`src/dpfc_pkg.sv`:
```
// Shared types and constants for the duplicate-filtering packet FIFO.
package dpfc_pkg;

    localparam int DEPTH_DEF = 16;
    localparam int LIMIT_W   = 5;
    localparam int CNT_W     = 5;
    localparam int PADDR_W   = 2;
    localparam int PDATA_W   = 32;

    localparam logic [LIMIT_W-1:0] LIMIT_RST  = 5'd16;
    localparam logic [CNT_W-1:0]   COUNT_MAX  = 5'd31;
    localparam logic [PADDR_W-1:0] ADDR_LIMIT = 2'd0;

    typedef enum logic [1:0] {
        KIND_ADD   = 2'd0,
        KIND_FWD   = 2'd1,
        KIND_COUNT = 2'd2
    } kind_t;

    typedef enum logic [1:0] {
        ST_IDLE,
        ST_SCAN,
        ST_FINISH
    } state_t;

    typedef struct packed {
        logic [15:0] source;
        logic [15:0] destination;
        logic [31:0] timestamp;
    } pkt_t;

    typedef struct packed {
        logic [1:0]  kind;
        logic [15:0] source;
        logic [15:0] destination;
        logic [31:0] timestamp;
        logic [31:0] start_time;
        logic [31:0] end_time;
    } req_item_t;

    typedef struct packed {
        logic             accepted;
        logic             packet_valid;
        logic [15:0]      out_source;
        logic [15:0]      out_destination;
        logic [31:0]      out_timestamp;
        logic [CNT_W-1:0] match_count;
    } rsp_item_t;

    typedef struct packed {
        logic rotate;
        logic load;
    } cell_ctrl_t;

endpackage

```
`src/dpfc_cell.sv`:
```
// One storage cell of the packet ring: holds a packet, loads or takes its neighbor's.
module dpfc_cell #(
    parameter int IDX_W = 4,
    parameter int IDX   = 0
) (
    input  logic                clk,
    input  dpfc_pkg::cell_ctrl_t ctrl,
    input  logic [IDX_W-1:0]    load_index,
    input  dpfc_pkg::pkt_t      load_pkt,
    input  dpfc_pkg::pkt_t      neighbor,
    output dpfc_pkg::pkt_t      pkt
);
    import dpfc_pkg::*;

    pkt_t data_reg;
    pkt_t data_next;
    logic load_here;

    assign load_here = ctrl.load && (load_index == IDX_W'(IDX));

    // A load wins over rotation so an evicting add can shift and append at once.
    always_comb
    begin
        data_next = data_reg;
        if (load_here)
        begin
            data_next = load_pkt;
        end
        else if (ctrl.rotate)
        begin
            data_next = neighbor;
        end
    end

    always_ff @(posedge clk)
    begin
        data_reg <= data_next;
    end

    assign pkt = data_reg;

endmodule

```
`src/dpfc_ctrl.sv`:
```
// Sequencer: scans the ring at its head cell, applies add/forward/count, holds the response.
module dpfc_ctrl #(
    parameter int DEPTH = dpfc_pkg::DEPTH_DEF,
    parameter int IDX_W = (DEPTH > 1) ? $clog2(DEPTH) : 1,
    parameter int OCC_W = $clog2(DEPTH + 1)
) (
    input  logic                          clk,
    input  logic                          rst_n,
    input  logic                          req_valid,
    output logic                          req_ready,
    input  dpfc_pkg::req_item_t           req_item,
    output logic                          rsp_valid,
    input  logic                          rsp_ready,
    output dpfc_pkg::rsp_item_t           rsp_item,
    input  logic [dpfc_pkg::LIMIT_W-1:0]  memory_limit,
    input  dpfc_pkg::pkt_t                head_pkt,
    output dpfc_pkg::cell_ctrl_t          cell_ctrl,
    output logic [IDX_W-1:0]              load_index,
    output dpfc_pkg::pkt_t                load_pkt
);
    import dpfc_pkg::*;

    localparam int LIM_W = (OCC_W > LIMIT_W) ? OCC_W : LIMIT_W;

    state_t           state_reg, state_next;
    logic [IDX_W-1:0] step_reg, step_next;
    logic [OCC_W-1:0] occ_reg, occ_next;
    logic             dup_reg, dup_next;
    logic [CNT_W-1:0] cnt_reg, cnt_next;
    logic             rsp_valid_reg, rsp_valid_next;
    rsp_item_t        rsp_reg, rsp_next;
    req_item_t        req_reg;

    logic [LIM_W-1:0] lim_raw;
    logic [LIM_W-1:0] lim_eff;
    logic             evict;
    logic             step_live;
    logic             dup_hit;
    logic             cnt_hit;
    logic             fin_go;
    logic             last_step;
    logic [OCC_W-1:0] occ_m1;

    assign lim_raw = LIM_W'(memory_limit);

    // A limit of zero acts as one, a limit above the ring depth as the depth.
    always_comb
    begin
        if (lim_raw == '0)
        begin
            lim_eff = LIM_W'(1);
        end
        else if (lim_raw > LIM_W'(DEPTH))
        begin
            lim_eff = LIM_W'(DEPTH);
        end
        else
        begin
            lim_eff = lim_raw;
        end
    end

    assign evict     = LIM_W'(occ_reg) >= lim_eff;
    assign occ_m1    = occ_reg - OCC_W'(1);
    assign step_live = OCC_W'(step_reg) < occ_reg;
    assign last_step = step_reg == IDX_W'(DEPTH - 1);
    assign fin_go    = (state_reg == ST_FINISH) && (!rsp_valid_reg || rsp_ready);

    assign load_pkt.source      = req_reg.source;
    assign load_pkt.destination = req_reg.destination;
    assign load_pkt.timestamp   = req_reg.timestamp;

    assign dup_hit = step_live && (head_pkt == load_pkt);
    assign cnt_hit = step_live
                     && (head_pkt.destination == req_reg.destination)
                     && (head_pkt.timestamp >= req_reg.start_time)
                     && (head_pkt.timestamp <= req_reg.end_time)
                     && (cnt_reg != COUNT_MAX);

    // Next state.
    always_comb
    begin
        state_next = state_reg;
        case (state_reg)
            ST_IDLE:
            begin
                if (req_valid)
                begin
                    if (req_item.kind == KIND_ADD || req_item.kind == KIND_COUNT)
                    begin
                        state_next = ST_SCAN;
                    end
                    else
                    begin
                        state_next = ST_FINISH;
                    end
                end
            end
            ST_SCAN:
            begin
                if (last_step)
                begin
                    state_next = ST_FINISH;
                end
            end
            ST_FINISH:
            begin
                if (fin_go)
                begin
                    state_next = ST_IDLE;
                end
            end
            default:
            begin
                state_next = ST_IDLE;
            end
        endcase
    end

    // Outputs toward the request channel and the cell row.
    always_comb
    begin
        req_ready  = 1'b0;
        cell_ctrl  = '0;
        load_index = evict ? IDX_W'(occ_m1) : IDX_W'(occ_reg);
        case (state_reg)
            ST_IDLE:
            begin
                req_ready = 1'b1;
            end
            ST_SCAN:
            begin
                // Each scan cycle brings the next oldest packet to the head cell.
                cell_ctrl.rotate = 1'b1;
            end
            ST_FINISH:
            begin
                if (fin_go)
                begin
                    case (req_reg.kind)
                        KIND_ADD:
                        begin
                            if (!dup_reg)
                            begin
                                cell_ctrl.load   = 1'b1;
                                cell_ctrl.rotate = evict;
                            end
                        end
                        KIND_FWD:
                        begin
                            cell_ctrl.rotate = occ_reg != '0;
                        end
                        default:
                        begin
                            cell_ctrl = '0;
                        end
                    endcase
                end
            end
            default:
            begin
                req_ready = 1'b0;
            end
        endcase
    end

    // Datapath register updates.
    always_comb
    begin
        step_next      = step_reg;
        occ_next       = occ_reg;
        dup_next       = dup_reg;
        cnt_next       = cnt_reg;
        rsp_valid_next = rsp_valid_reg;
        rsp_next       = rsp_reg;

        if (rsp_valid_reg && rsp_ready)
        begin
            rsp_valid_next = 1'b0;
        end

        case (state_reg)
            ST_IDLE:
            begin
                step_next = '0;
                dup_next  = 1'b0;
                cnt_next  = '0;
            end
            ST_SCAN:
            begin
                step_next = step_reg + IDX_W'(1);
                dup_next  = dup_reg | dup_hit;
                if (cnt_hit)
                begin
                    cnt_next = cnt_reg + CNT_W'(1);
                end
            end
            ST_FINISH:
            begin
                if (fin_go)
                begin
                    rsp_valid_next = 1'b1;
                    rsp_next       = '0;
                    case (req_reg.kind)
                        KIND_ADD:
                        begin
                            if (!dup_reg)
                            begin
                                rsp_next.accepted = 1'b1;
                                if (!evict)
                                begin
                                    occ_next = occ_reg + OCC_W'(1);
                                end
                            end
                        end
                        KIND_FWD:
                        begin
                            if (occ_reg != '0)
                            begin
                                rsp_next.packet_valid    = 1'b1;
                                rsp_next.out_source      = head_pkt.source;
                                rsp_next.out_destination = head_pkt.destination;
                                rsp_next.out_timestamp   = head_pkt.timestamp;
                                occ_next                 = occ_m1;
                            end
                        end
                        KIND_COUNT:
                        begin
                            rsp_next.match_count = cnt_reg;
                        end
                        default:
                        begin
                            rsp_next = '0;
                        end
                    endcase
                end
            end
            default:
            begin
                step_next = '0;
            end
        endcase
    end

    always_ff @(posedge clk or negedge rst_n)
    begin
        if (!rst_n)
        begin
            state_reg     <= ST_IDLE;
            step_reg      <= '0;
            occ_reg       <= '0;
            dup_reg       <= 1'b0;
            cnt_reg       <= '0;
            rsp_valid_reg <= 1'b0;
        end
        else
        begin
            state_reg     <= state_next;
            step_reg      <= step_next;
            occ_reg       <= occ_next;
            dup_reg       <= dup_next;
            cnt_reg       <= cnt_next;
            rsp_valid_reg <= rsp_valid_next;
        end
    end

    always_ff @(posedge clk)
    begin
        rsp_reg <= rsp_next;
        if (req_valid && req_ready)
        begin
            req_reg <= req_item;
        end
    end

    assign rsp_valid = rsp_valid_reg;
    assign rsp_item  = rsp_reg;

endmodule

```
`src/dedup_packet_fifo_with_count_core.sv`:
```
// Top level: packet ring of cells, sequencer and the limit register port.
// Add and count rotate the whole ring before they respond: the ring rotates one
// packet per cycle past the comparators at the head cell. Forward and unused kinds
// skip the scan and go straight to the finish state. A new request is taken only after
// the previous response is registered; a response not yet taken holds the finish state.
// Reset clears the queue (empty, head at cell 0) and sets memory_limit to 16.
module dedup_packet_fifo_with_count_core #(
    parameter int DEPTH = dpfc_pkg::DEPTH_DEF
) (
    input  logic                          clk,
    input  logic                          rst_n,
    input  logic                          req_valid,
    output logic                          req_ready,
    input  dpfc_pkg::req_item_t           req_item,
    output logic                          rsp_valid,
    input  logic                          rsp_ready,
    output dpfc_pkg::rsp_item_t           rsp_item,
    input  logic                          psel,
    input  logic                          penable,
    input  logic                          pwrite,
    input  logic [dpfc_pkg::PADDR_W-1:0]  paddr,
    input  logic [dpfc_pkg::PDATA_W-1:0]  pwdata,
    output logic [dpfc_pkg::PDATA_W-1:0]  prdata,
    output logic                          pready
);
    import dpfc_pkg::*;

    localparam int IDX_W = (DEPTH > 1) ? $clog2(DEPTH) : 1;
    localparam int OCC_W = $clog2(DEPTH + 1);

    logic [LIMIT_W-1:0] limit_reg;
    cell_ctrl_t         cell_ctrl;
    logic [IDX_W-1:0]   load_index;
    pkt_t               load_pkt;
    pkt_t               cell_pkt [DEPTH];

    assign pready = 1'b1;
    assign prdata = (paddr == ADDR_LIMIT) ? PDATA_W'(limit_reg) : '0;

    always_ff @(posedge clk or negedge rst_n)
    begin
        if (!rst_n)
        begin
            limit_reg <= LIMIT_RST;
        end
        else if (psel && penable && pwrite && pready && paddr == ADDR_LIMIT)
        begin
            limit_reg <= pwdata[LIMIT_W-1:0];
        end
    end

    dpfc_ctrl #(
        .DEPTH (DEPTH),
        .IDX_W (IDX_W),
        .OCC_W (OCC_W)
    ) u_ctrl (
        .clk          (clk),
        .rst_n        (rst_n),
        .req_valid    (req_valid),
        .req_ready    (req_ready),
        .req_item     (req_item),
        .rsp_valid    (rsp_valid),
        .rsp_ready    (rsp_ready),
        .rsp_item     (rsp_item),
        .memory_limit (limit_reg),
        .head_pkt     (cell_pkt[0]),
        .cell_ctrl    (cell_ctrl),
        .load_index   (load_index),
        .load_pkt     (load_pkt)
    );

    // Outside a scan, cell 0 holds the oldest packet; each cell takes from the next one up, the last from cell 0.
    for (genvar i = 0; i < DEPTH; i++)
    begin : g_cell
        localparam int NXT = (i + 1) % DEPTH;

        dpfc_cell #(
            .IDX_W (IDX_W),
            .IDX   (i)
        ) u_cell (
            .clk        (clk),
            .ctrl       (cell_ctrl),
            .load_index (load_index),
            .load_pkt   (load_pkt),
            .neighbor   (cell_pkt[NXT]),
            .pkt        (cell_pkt[i])
        );
    end

endmodule

```
`config.mk`:
```
export PLATFORM = sky130hd
export DESIGN_NAME = dedup_packet_fifo_with_count_core
export DESIGN_NICKNAME = d
export VERILOG_FILES = /design/src/dpfc_pkg.sv /design/src/dpfc_cell.sv /design/src/dpfc_ctrl.sv /design/src/dedup_packet_fifo_with_count_core.sv
export SDC_FILE = /design/constraint.sdc
export NUM_CORES = 2
export LEC_CHECK = 0
export ABC_AREA = 1
export BUFFER_PORTS_ARGS = -buffer_cell sky130_fd_sc_hd__buf_4
export CAP_MARGIN = 25
export CORE_MARGIN = 8
export CORE_UTILIZATION = 40
export CTS_CLUSTER_SIZE = 10
export DETAILED_ROUTE_END_ITERATION = 6
export PLACE_DENSITY = 0.66
export SLEW_MARGIN = 40
export SYNTH_ARGS = -nofsm -noshare
export SYNTH_HDL_FRONTEND = slang
export SYNTH_SLANG_ARGS = --single-unit
```
`constraint.sdc`:
```
create_clock -name clk -period 5.8 [get_ports clk]
set_input_delay 0.87 -clock clk [delete_from_list [all_inputs] [get_ports clk]]
set_output_delay 0.87 -clock clk [all_outputs]
set_load 0.01 [all_outputs]
```
==> flow_metrics.py <==
metrics = {
    "run_status": {
        "outcome": "finished clean",
    },
    "timing": {
        "rsz0062_at_grt": "no",
        "fin_crit_sh_pct": 79.0,
        "final-max-slew-violation-count": 0,
        "fin_crit_ns": 4.58,
        "fmax_ghz": 0.218,
        "setup_viol": 0,
        "finClkSkew_ns": 0.0393,
        "finalHoldViolCount": 0,
        "setup_ws_ns": 1.22,
        "fin_setup_tns_ns": 0,
        "tightest_slew_ns": 0.856,
        "maxSlewHeadroom_pct": 43.0,
    },
    "drt": {
        "ant_nets": 0,
        "viasPerCell": 5.40,
        "dr.pass1.iters": 6,
        "drt_iter0_drc": 4601,
        "drcViolationCount": 0,
        "wirelength_um": 161000,
        "post_drt_wl_per_cell_um": 23.0,
        "route.vias.total": 37800,
    },
    "placement": {
        "numPortBuffers": 221,
        "dp_hpwl_um": 96000,
        "gp_congestion": 0.865,
        "dp_slack_ns": 1.35,
    },
    "critical_path": {
        "critical_path.endpoint": "g_cell[11].u_cell.pkt[37]",
        "critical_path.endpoint_type": "flip-flop",
        "cp-startpoint": "limit_reg[4]",
        "crit_path_start_kind": "flip-flop",
        "worstPathMaxFanout": 48,
        "critPathRequiredTime_ns": 6.23,
        "rr_endpoint": "g_cell[11].u_cell.pkt[37]",
        "rr_startpoint": "limit_reg[4]",
        "reg2reg_slack_ns": 1.22,
        "reg2reg_depth": 14,
        "critPathArrivalTime_ns": 5.02,
        "critPathKind": "flip-flop to flip-flop",
    },
    "layout": {
        "syn_to_final_growth_pct": 13.9,
        "largest_reg_flops": 1024,
        "layout.nets": 5419,
        "layout-drive-gt1-share_pct": 10.4,
    },
    "logic_synthesis": {
        "synthTopCellsByArea": "edfxtp_1 68%, nand2_1 15%, o21ai_0 3.9%",
        "avgSynthCellArea_um2": 10.7,
        "synthFlopType": "edfxtp_1",
        "ys_seq_elements": 1248,
        "async_reset_ff_share_pct": 1.84,
        "yosys.cell_types.count": 43,
        "seq_area_frac_synth_pct": 69.1,
        "synth_edf_count": 1225,
        "yosysWarnings": 0,
        "synth_area_um2": 54100,
        "synth_common_cells": "2093 x nand2_1, 1225 x edfxtp_1, 422 x o21ai_0",
        "synth.top_cell.area_share_pct": 68.1,
        "synth.most_common_cell": "nand2_1",
        "synth_largest_area_cell": "edfxtp_1",
        "syn_inst": 5042,
    },
    "floorplan": {
        "die-width_um": 384,
        "num_rows": 135,
        "io_pins": 277,
        "core-area_um2": 135000,
        "die-area_um2": 147000,
        "die_y_um": 384,
        "start_util_pct": 40.1,
    },
    "clock_network": {
        "cts_tree": "built",
        "post-cts-setup-buffers": 0,
        "numCtsBuffers": 145,
        "cts.repair.resized": 0,
        "clkLatencyLatePin_ns": 0.78,
        "cts_htree_levels": 4,
        "clk_pin_slew_ns": 0.05,
        "hold_buffers": 1,
        "cts.sink_count": 1248,
        "cts_max_path_buffers": 3,
        "clockRootBuffer": "clkbuf_16",
    },
    "power_and_ir_drop": {
        "peakVddDrop_uv": 421,
        "leakage_nw": 25.3,
        "power_w": 0.0311,
        "pwr_density_cell_nw_per_um2": 505,
    },
    "hold_path": {
        "hold_class": "input port to flip-flop",
    },
    "global_route": {
        "grt_max_degree": 94,
        "top_usage_layer": "met2",
        "grt_pass1_vias": 36600,
        "use_met3_pct": 6.56,
        "grt_usage_pct": 21.2,
        "gr-usage-met1_pct": 27.2,
        "grt_antenna_before_repair": 5,
        "grt.met2_usage_pct": 33.2,
        "grt_pass1_wl_um": 234000,
        "overflow": 0,
    },
    "job": {
        "cap_violations": 0,
    },
}
[worst min-delay path by stage]
stage / slack (ns) / to / from / cells after the start
3_3_place_gp: 0.49 / g_cell[1].u_cell.pkt[44] / g_cell[2].u_cell.pkt[44] / 2
5_1_grt: 0.25 / u_ctrl.load_pkt[19] / req_item[83] / 1
2_1_floorplan: 0.47 / u_ctrl.occ_reg[4] / u_ctrl.occ_reg[4] / 2
6_report: 0.27 / u_ctrl.load_pkt[31] / req_item[95] / 1
3_5_place_dp: 0.49 / g_cell[5].u_cell.pkt[53] / g_cell[6].u_cell.pkt[53] / 2
4_1_cts: 0.21 / u_ctrl.req_reg[50] / req_item[50] / 1
[final cells by class]
type | count | area, um^2
repair buffers | 309 | 2470
clock buffers | 175 | 3780
diodes | 4 | 10.0
inverters | 234 | 887
clock inverters | 19 | 273
flip-flops and latches | 1248 | 37400
multi-input cells | 3228 | 14500
well taps | 1781 | 2230
fillers | 12300 | 73200
[cells by family (layout without fill, tap and decap cells)]
kind of cell / after synthesis / count (layout) / share of synthesized area [%]
AND/OR/NAND/NOR: 2499 / 2499 / 18.2
adder cells (fa/ha/maj): 82 / 82 / 1.90
flip-flops: 1248 / 1248 / 69.1
buffers and inverters: 592 / 737 / 4.64
multiplexers: 1 / 1 / 0.0185
AO/OA/AOI/OAI: 588 / 588 / 5.61
XOR/XNOR: 30 / 30 / 0.486
other: 2 / 32 / 0.0139
[critical path: stages (launching register included)]
cell     delay (ns)
dfstp_2        0.53
inv_1          0.10
nand2_1        0.08
ha_1           0.25
a21oi_1        0.23
o21a_2         0.19
nand3_2        0.18
nand2_1        0.11
nand2_1        0.11
inv_2          0.11
nand2_4        0.09
nor2_8         0.63
nand2_4        0.42
nand2_4        0.74
buf_4          0.40
[layer usage]
metal / wire, um / share of wire, % / vias to the layer above
li1: - / - / 17100
met1: 61700 / 38 / 18200
met2: 72900 / 45 / 2174
met3: 19000 / 12 / 375
met4: 7150 / 4.4 / 2
met5: 13 / 0.0081 / -
[report_power, final]
group          switching [W]  leakage (nW)  internal (W)
logic                0.00607          11.8       0.00190
registers            0.00118          11.5        0.0138
clock network        0.00358          1.97       0.00459
[cell usage in the layout (no fill, tap or decap), types with 4 or more instances in the layout]
cell,Yosys,layout
nor3_1,4,4
diode_2,0,4
buf_6,0,14
o21ai_1,72,72
nand3_1,214,214
conb_1,2,28
nand2_1,2093,2067
nor2_1,142,141
clkinv_2,0,4
dfrtp_1,22,22
nand2_4,2,27
inv_2,9,11
xnor2_1,5,5
o21ai_0,422,422
ha_1,82,82
xor2_1,25,25
buf_12,0,5
clkbuf_1,178,27
o21a_1,5,5
clkinv_8,0,4
clkbuf_16,0,146
nor2_4,6,9
o22ai_1,30,30
a21oi_1,48,48
nand4_1,14,14
clkinv_1,1,4
nand2_2,11,9
edfxtp_1,1225,1225
inv_1,224,219
buf_4,29,286
[metrics by stage]
stage	cell area [um^2]	hold WS, ns	utilization, %	instances
3_3_place_gp	57300	0.489	42.5	6794
4_1_cts	61500	0.215	45.6	6991
6_report	61500	0.274	45.7	6998
2_1_floorplan	54200	0.466	-	5068
3_5_place_dp	57400	0.493	42.6	6796
5_1_grt	61500	0.248	45.7	6994
Power figures use the tool's default switching activity.
